### config.mk
export PLATFORM = sky130hd
export DESIGN_NAME = white_pink_noise_generator
export DESIGN_NICKNAME = d
export VERILOG_FILES = /design/src/rtl/core/wpn_pkg.sv /design/src/rtl/core/white_pink_noise_generator.sv /design/src/rtl/core/wpn_mul.sv /design/src/rtl/core/wpn_ctrl.sv
export VERILOG_INCLUDE_DIRS = /design/src /design/src/rtl/core
export SDC_FILE = /design/constraint.sdc
export NUM_CORES = 2
export LEC_CHECK = 0
export ABC_AREA = 1
export BUFFER_PORTS_ARGS = -buffer_cell sky130_fd_sc_hd__buf_2
export CORE_UTILIZATION = 40
export DETAILED_ROUTE_END_ITERATION = 10
export SYNTH_ARGS = -nofsm -noshare
export SYNTH_HDL_FRONTEND = slang
export SYNTH_HIERARCHICAL = 1
export SYNTH_SLANG_ARGS = --single-unit
### constraint.sdc
create_clock -name clk -period 28.9 [get_ports clk]
set_input_delay 5.78 -clock clk [delete_from_list [all_inputs] [get_ports clk]]
set_output_delay 5.78 -clock clk [all_outputs]
set_load 0.02 [all_outputs]
### src/rtl/core/white_pink_noise_generator_macros.svh
// Assertion macros, sampled on clk, disabled during rst.
`ifndef WHITE_PINK_NOISE_GENERATOR_MACROS_SVH
`define WHITE_PINK_NOISE_GENERATOR_MACROS_SVH

// Same-cycle implication.
`define WPN_ASSERT_IMPL(lbl, ante, cons, msg) \
  lbl: assert property (@(posedge clk) disable iff (rst) (ante) |-> (cons)) else $error(msg);

// Next-cycle implication.
`define WPN_ASSERT_NEXT(lbl, ante, cons, msg) \
  lbl: assert property (@(posedge clk) disable iff (rst) (ante) |=> (cons)) else $error(msg);

`endif

### src/rtl/core/wpn_pkg.sv
package wpn_pkg;

  localparam int NZ_POLES = 6;
  localparam int POLE_BITS = $clog2(NZ_POLES);
  localparam int LCG_MUL_BITS = 21;
  localparam logic [31:0] NZ_MUL = 32'd1664525;
  localparam logic [31:0] NZ_INC = 32'd1013904223;
  localparam logic [31:0] SEED_RESET = 32'd1;

  localparam logic [1:0] MODE_SILENCE = 2'd0;
  localparam logic [1:0] MODE_WHITE   = 2'd1;
  localparam logic [1:0] MODE_PINK    = 2'd2;

  localparam logic [1:0] REG_NOISE_MODE = 2'd0;
  localparam logic [1:0] REG_SEED       = 2'd1;

  // coefficients in millionths
  localparam logic [19:0] POLE_MICRO [NZ_POLES] =
    '{20'd997000, 20'd985000, 20'd950000, 20'd850000, 20'd620000, 20'd250000};
  localparam logic [19:0] GAIN_MICRO [NZ_POLES] =
    '{20'd29591, 20'd32534, 20'd48056, 20'd90579, 20'd108990, 20'd255784};

  typedef enum logic [3:0] {
    ST_IDLE,
    ST_LCG_MUL,
    ST_LCG_ADD,
    ST_BW,
    ST_AA,
    ST_UPD,
    ST_FIN,
    ST_SAT,
    ST_DONE
  } wpn_state_t;

  typedef struct packed {
    wpn_state_t             state;
    logic [POLE_BITS-1:0]   pole;
    logic                   out_load;
  } wpn_ctl_t;

  // round(micro * 2^cb / 1e6), halves up; elaboration only
  function automatic logic [63:0] to_coef(input logic [19:0] micro, input int cb);
    return ((64'(micro) << cb) + 64'd500000) / 64'd1000000;
  endfunction

endpackage

### src/rtl/core/white_pink_noise_generator.sv
// New input waits until idle; a tick of 0 does nothing. Silent tick goes straight to done;
// white runs the LCG multiply and add; pink adds the pole loop, final sum and saturation.
// Pink cost is set by one shared multiplier: two products and one update per pole, six poles.
// Reset (rst, synchronous): mode silence, generator state 1, pole accumulators zero.
// A seed write reloads the generator state at once.
module white_pink_noise_generator import wpn_pkg::*; #(
  parameter int COEF_BITS = 24
) (
  input  logic               clk,
  input  logic               rst,
  input  logic               wr_en,
  input  logic [1:0]         wr_index,
  input  logic [31:0]        wr_data,
  input  logic               in_valid,
  output logic               in_stall,
  input  logic               tick,
  output logic               out_valid,
  input  logic               out_stall,
  output logic signed [27:0] sample
);

`include "white_pink_noise_generator_macros.svh"

  localparam int AW = (COEF_BITS > LCG_MUL_BITS) ? COEF_BITS : LCG_MUL_BITS;
  localparam int PW = AW + 33;
  localparam int MW = PW + 1;
  localparam logic [MW-1:0] HALF = {{(MW-1){1'b0}}, 1'b1} << (COEF_BITS - 1);

  localparam logic [AW-1:0] A_COEF [NZ_POLES] = '{
    AW'(to_coef(POLE_MICRO[0], COEF_BITS)), AW'(to_coef(POLE_MICRO[1], COEF_BITS)),
    AW'(to_coef(POLE_MICRO[2], COEF_BITS)), AW'(to_coef(POLE_MICRO[3], COEF_BITS)),
    AW'(to_coef(POLE_MICRO[4], COEF_BITS)), AW'(to_coef(POLE_MICRO[5], COEF_BITS))};
  localparam logic [AW-1:0] B_COEF [NZ_POLES] = '{
    AW'(to_coef(GAIN_MICRO[0], COEF_BITS)), AW'(to_coef(GAIN_MICRO[1], COEF_BITS)),
    AW'(to_coef(GAIN_MICRO[2], COEF_BITS)), AW'(to_coef(GAIN_MICRO[3], COEF_BITS)),
    AW'(to_coef(GAIN_MICRO[4], COEF_BITS)), AW'(to_coef(GAIN_MICRO[5], COEF_BITS))};

  wpn_ctl_t ctl;

  logic [1:0]         noise_mode;
  logic [31:0]        lcg_state;
  logic signed [31:0] acc [NZ_POLES];

  logic signed [22:0] w;
  logic signed [MW-1:0] mac;
  logic signed [34:0] sum;
  logic signed [31:0] last;
  logic signed [27:0] res;

  logic [AW-1:0]        mul_a;
  logic signed [32:0]   mul_b;
  logic signed [PW-1:0] prod;

  logic [31:0]          lcg_next;
  logic signed [22:0]   white_next;
  logic signed [MW-1:0] mac_sum;
  logic signed [MW-1:0] shifted;
  logic [MW-32:0]       sh_hi;
  logic signed [31:0]   upd_val;
  logic signed [34:0]   sum_ext;
  logic [7:0]           sum_hi;
  logic signed [27:0]   sum_sat;

  wpn_ctrl u_ctrl (
    .clk        (clk),
    .rst        (rst),
    .in_valid   (in_valid),
    .tick       (tick),
    .noise_mode (noise_mode),
    .out_valid  (out_valid),
    .out_stall  (out_stall),
    .ctl        (ctl)
  );

  wpn_mul #(.AW(AW)) u_mul (
    .clk (clk),
    .a   (mul_a),
    .b   (mul_b),
    .p   (prod)
  );

  assign in_stall = (ctl.state != ST_IDLE);

  always_comb begin
    mul_a = '0;
    mul_b = '0;
    unique case (ctl.state)
      ST_LCG_MUL: begin
        mul_a = AW'(NZ_MUL);
        mul_b = $signed({1'b0, lcg_state});
      end
      ST_BW: begin
        mul_a = B_COEF[ctl.pole];
        mul_b = $signed({{10{w[22]}}, w});
      end
      ST_AA: begin
        mul_a = A_COEF[ctl.pole];
        mul_b = $signed({acc[ctl.pole][31], acc[ctl.pole]});
      end
      default: begin
        mul_a = '0;
        mul_b = '0;
      end
    endcase
  end

  assign lcg_next   = prod[31:0] + NZ_INC;
  assign white_next = $signed({~lcg_next[22], lcg_next[21:0]});

  assign mac_sum = mac + $signed({prod[PW-1], prod});
  assign shifted = mac_sum >>> COEF_BITS;
  assign sh_hi   = shifted[MW-1:31];
  assign upd_val = (&sh_hi || ~|sh_hi) ? shifted[31:0] :
                   (shifted[MW-1] ? 32'sh80000000 : 32'sh7fffffff);

  assign sum_ext = sum + $signed({{3{last[31]}}, last});
  assign sum_hi  = sum[34:27];
  assign sum_sat = (&sum_hi || ~|sum_hi) ? sum[27:0] :
                   (sum[34] ? 28'sh8000000 : 28'sh7ffffff);

  always_ff @(posedge clk) begin
    if (rst) begin
      noise_mode <= MODE_SILENCE;
      lcg_state  <= SEED_RESET;
      out_valid  <= 1'b0;
      for (int i = 0; i < NZ_POLES; i++) begin
        acc[i] <= '0;
      end
    end else begin
      if (ctl.out_load) begin
        out_valid <= 1'b1;
      end else if (!out_stall) begin
        out_valid <= 1'b0;
      end
      if (ctl.state == ST_LCG_ADD) begin
        lcg_state <= lcg_next;
      end
      if (ctl.state == ST_UPD) begin
        acc[ctl.pole] <= upd_val;
      end
      if (wr_en) begin
        if (wr_index == REG_NOISE_MODE) begin
          noise_mode <= wr_data[1:0];
        end else if (wr_index == REG_SEED) begin
          lcg_state <= wr_data;
        end
      end
    end
  end

  always_ff @(posedge clk) begin
    if (ctl.out_load) begin
      sample <= res;
    end
    unique case (ctl.state)
      ST_IDLE: res <= '0;
      ST_LCG_ADD: begin
        w    <= white_next;
        res  <= 28'(white_next);
        sum  <= '0;
        last <= '0;
      end
      ST_BW:  sum  <= sum_ext;
      ST_AA:  mac  <= $signed({prod[PW-1], prod}) + $signed(HALF);
      ST_UPD: last <= upd_val;
      ST_FIN: sum  <= sum_ext;
      ST_SAT: res  <= sum_sat;
      default: ;
    endcase
  end

  `WPN_ASSERT_IMPL(a_out_from_done, $rose(out_valid), $past(ctl.state) == ST_DONE, "out_valid rose outside done")
  `WPN_ASSERT_NEXT(a_silence_holds_lcg, in_valid && !in_stall && tick && noise_mode != MODE_WHITE && noise_mode != MODE_PINK && !(wr_en && wr_index == REG_SEED), $stable(lcg_state) && ctl.state == ST_DONE, "silent tick changed generator")
  `WPN_ASSERT_IMPL(a_pole_range, ctl.state == ST_BW || ctl.state == ST_AA || ctl.state == ST_UPD, ctl.pole <= POLE_BITS'(NZ_POLES - 1), "pole index out of range")

endmodule

### src/rtl/core/wpn_mul.sv
module wpn_mul import wpn_pkg::*; #(
  parameter int AW = 24
) (
  input  logic                 clk,
  input  logic [AW-1:0]        a,
  input  logic signed [32:0]   b,
  output logic signed [AW+32:0] p
);

  logic signed [AW+33:0] full;

  assign full = $signed({1'b0, a}) * b;

  always_ff @(posedge clk) begin
    p <= $signed(full[AW+32:0]);
  end

endmodule

### src/rtl/core/wpn_ctrl.sv
module wpn_ctrl import wpn_pkg::*; (
  input  logic       clk,
  input  logic       rst,
  input  logic       in_valid,
  input  logic       tick,
  input  logic [1:0] noise_mode,
  input  logic       out_valid,
  input  logic       out_stall,
  output wpn_ctl_t   ctl
);

  wpn_state_t           state, state_next;
  logic [POLE_BITS-1:0] pole, pole_next;
  logic                 out_load;

  always_ff @(posedge clk) begin
    if (rst) begin
      state <= ST_IDLE;
      pole  <= '0;
    end else begin
      state <= state_next;
      pole  <= pole_next;
    end
  end

  always_comb begin
    state_next = state;
    pole_next  = pole;
    out_load   = 1'b0;
    unique case (state)
      ST_IDLE: begin
        if (in_valid && tick) begin
          if (noise_mode == MODE_WHITE || noise_mode == MODE_PINK) begin
            state_next = ST_LCG_MUL;
          end else begin
            state_next = ST_DONE;
          end
        end
      end
      ST_LCG_MUL: state_next = ST_LCG_ADD;
      ST_LCG_ADD: begin
        pole_next = '0;
        if (noise_mode == MODE_WHITE) begin
          state_next = ST_DONE;
        end else begin
          state_next = ST_BW;
        end
      end
      ST_BW: state_next = ST_AA;
      ST_AA: state_next = ST_UPD;
      ST_UPD: begin
        if (pole == POLE_BITS'(NZ_POLES - 1)) begin
          state_next = ST_FIN;
        end else begin
          pole_next  = pole + 1'b1;
          state_next = ST_BW;
        end
      end
      ST_FIN: state_next = ST_SAT;
      ST_SAT: state_next = ST_DONE;
      ST_DONE: begin
        if (!out_valid || !out_stall) begin
          out_load   = 1'b1;
          state_next = ST_IDLE;
        end
      end
      default: state_next = ST_IDLE;
    endcase
  end

  assign ctl.state    = state;
  assign ctl.pole     = pole;
  assign ctl.out_load = out_load;

endmodule
==> out/metrics.yaml <==
run_status: "finished clean"
maxCapViolations: 0
whs_endpoint: "sample[13]"
io_pins: 70
core_mm2: 0.150
synth_ff_type: "edfxtp_1"
synth.distinct_cells: 57
drt_wl_total_um: 191000
clk_pin_slew_ns: 0.06
setup_viol: 0
grt_overflow: 0
intPower_uw: 1420
worst_slack_ns: 19.54
pre_cts_ws_ns: 19.60
slowest_delay_ns: 0.77
hold_violations: 0
dr.pass1.iters: 6
wl_per_cell_um: 19.8
setup.worst_path.class: "flip-flop to flip-flop"
drt-initial-drc-count: 4375
syn-num-nets: 8727
synth_area_per_cell_um2: 7.97
rows: 142
worst_slew_pin_slew_ns: 1.26
die_y_um: 392
grt_usage: 0.251
min-delay-start: "res[13]"
crit_top_cell: "fa_1"
p_seq_frac: 0.482
reg2reg_to: "u_mul/p[54]"
start_util: 0.404
slew-limit-headroom: 0.158
cpMaxStageDelayCell: "fa_1"
area.growth.synth_to_final_pct: 7.88
via_per_inst: 5.11
finalPower_uw: 1880
worst_setup_path_end_kind: "flip-flop"
grt_pass1_vias: 49100
critical_path_arrival_ns: 9.88
crit_start: "u_ctrl/pole[0]"
die_area_mm2: 0.153
crit_fanout: 77
synth_area_mm2: 0.0608
synth_edf_count: 460
p_per_area_mw_per_mm2: 28.7
dp_hpwl_um: 149000
ys_seq_area_frac: 0.260
synth-async-reset-ratio: 0
final_nets: 8674
reg2reg_slack_ns: 19.54
p_comb_frac: 0.063
die_x_um: 392
cts_buffers: 67
ys.warnings.count: 6
ctsHoldBuffers: 0
finClkSkew_ns: 0.0282
switchingPower_uw: 466
static-leakage-power_uw: 0.0353
r2r-start: "u_ctrl/pole[0]"
pwr-share-clk: 0.455
numPortBuffers: 69
setup_tns_ns: 0
grt_pass1_wl_um: 293000
clk_latency_ns: 0.64
place_area_mm2: 0.0634
worst_setup_path_start_kind: "flip-flop"
rsz0062_at_grt: "false"
netlist.area_leader.share: 0.265
final_cell_mix: "nand2_1, inv_1, fa_1, a21oi_1, edfxtp_1"
min-delay-path-class: "flip-flop to flip-flop"
syn_inst: 7625
num_vias: 49288
nFillCells: 15109
cts_tree: "built"
cts_root_buf: "clkbuf_16"
gp_congestion: 0.969
mostFrequentLayoutCell: "nand2_1"
max_freq_mhz: 107
grt_start_max_net_pins: 90
whs_ns: 0.415
cts_buffer_depth: 3
ys_ff_latch: 559
holdPathStages: 0
yosysTopAreaCell: "fa_1"
final_antenna_net_count: 0
stdcell_area_mm2: 0.0656
cts.sinks: 559
rr_worst_depth: 31
period_needed_ns: 9.36
drcViolationCount: 0
antenna_found_initial: 1
cts_max_level: 3
yosys-top-cells-area: "fa_1, edfxtp_1, nand2_1"
post-cts-setup-buffers: 0
peakVddDrop_v: 0.0000460
register_area_mm2: 0.0158
worstPathRequired_ns: 29.42
ctsResizeCount: 0
swShare: 0.248
drive_gt1_frac: 0.0498
slew_viol_final: 0
multiInputGateArea_mm2: 0.0367
fin_crit_sh: 0.324
## power groups by stage
stage	Clock (uW)	Sequential [uW]	Combinational [uW]
global placement	0	924	115
global route	895	910	127
floorplan	0	927	65.0
finish	856	908	118
CTS	865	908	116
detailed placement	0	925	116
## through the flow
stage / instances / util
finish: 9642 / 0.436
floorplan: 7625 / -
global route: 9641 / 0.436
CTS: 9641 / 0.436
detailed placement: 9519 / 0.422
global placement: 9519 / 0.422
## cell usage after synthesis (5+ instances only)
master        n
buf_1         5
xnor2_1      22
nor2_1      412
clkbuf_1    259
clkinv_1      5
a22oi_1       7
nand4_1      45
a221oi_1      9
a31oi_1      19
a21o_1       17
ha_1        259
o22ai_1      12
dfxtp_1      99
buf_6        20
a21oi_1     503
a22o_1        5
nand3_1     201
o21bai_1     36
a221o_1      11
edfxtp_1    460
a2111o_1      6
xor2_1       82
a32o_1       14
nand3_2       8
inv_1      1902
o221ai_1     15
o21ai_1       5
o2111ai_1     7
nor3_1       47
nand3b_1      6
o21ai_0     214
or2_2         7
nor4_1       14
nor2_2       17
nor3_2        6
nand2_2      11
nand2_1    1990
and2_1        8
o21a_1        7
fa_1        803
inv_2        15
## metal layers
metal  wire length [um]  global-route usage  share of wire  up-vias
met1              80100               0.337           0.42    24181
met2              89800               0.417           0.47     1858
met5                  0                   0              0        -
li1                   -                   -              -    22951
met4               6560              0.0766          0.034        0
met3              14300              0.0359          0.075      298
## flip-flops by register name, summed over array words and instances (netlist names)
signal and count:
u_ctrl/pole 3, mac 58, acc 256, lcg_state 32, noise_mode 2, u_ctrl/state 4, sample 28, out_valid 1
u_mul/p 57, res 28, sum 35, w 23, last 32
## cell families after synthesis
family / count (synthesis) / synth area share
fa+ha+maj: 1062 / 0.318
compound gates: 907 / 0.0841
flops: 559 / 0.260
buf+inv: 2210 / 0.139
xor+xnor: 104 / 0.0150
simple gates: 2783 / 0.184
## area by class of cell
type / count / share of cell area
multi-input combinational: 4856 / 0.560
tap: 2016 / 0.0385
inverter: 1922 / 0.110
clock inverter: 40 / 0.00649
antenna: 1 / 0.0000382
timing repair buffer: 166 / 0.0164
clock buffer: 82 / 0.0271
sequential: 559 / 0.241
## how the worst max path moves through the flow
stage,to,cells after the start
2_1_floorplan,u_mul/p[53],32
3_3_place_gp,u_mul/p[53],31
3_5_place_dp,u_mul/p[55],31
4_1_cts,u_mul/p[55],31
5_1_grt,u_mul/p[55],31
6_report,u_mul/p[54],31
## worst max-delay path: cells and delay by family (launching register included)
| kind | cells | cell delay (ns) |
|---|---|---|
| AND/OR/NAND/NOR | 11 | 1.33 |
| buffers and inverters | 10 | 2.56 |
| adder cells (fa/ha/maj) | 8 | 4.48 |
| flip-flops | 1 | 0.47 |
| AO/OA/AOI/OAI | 2 | 0.31 |
(Power assumes the default switching activity.)
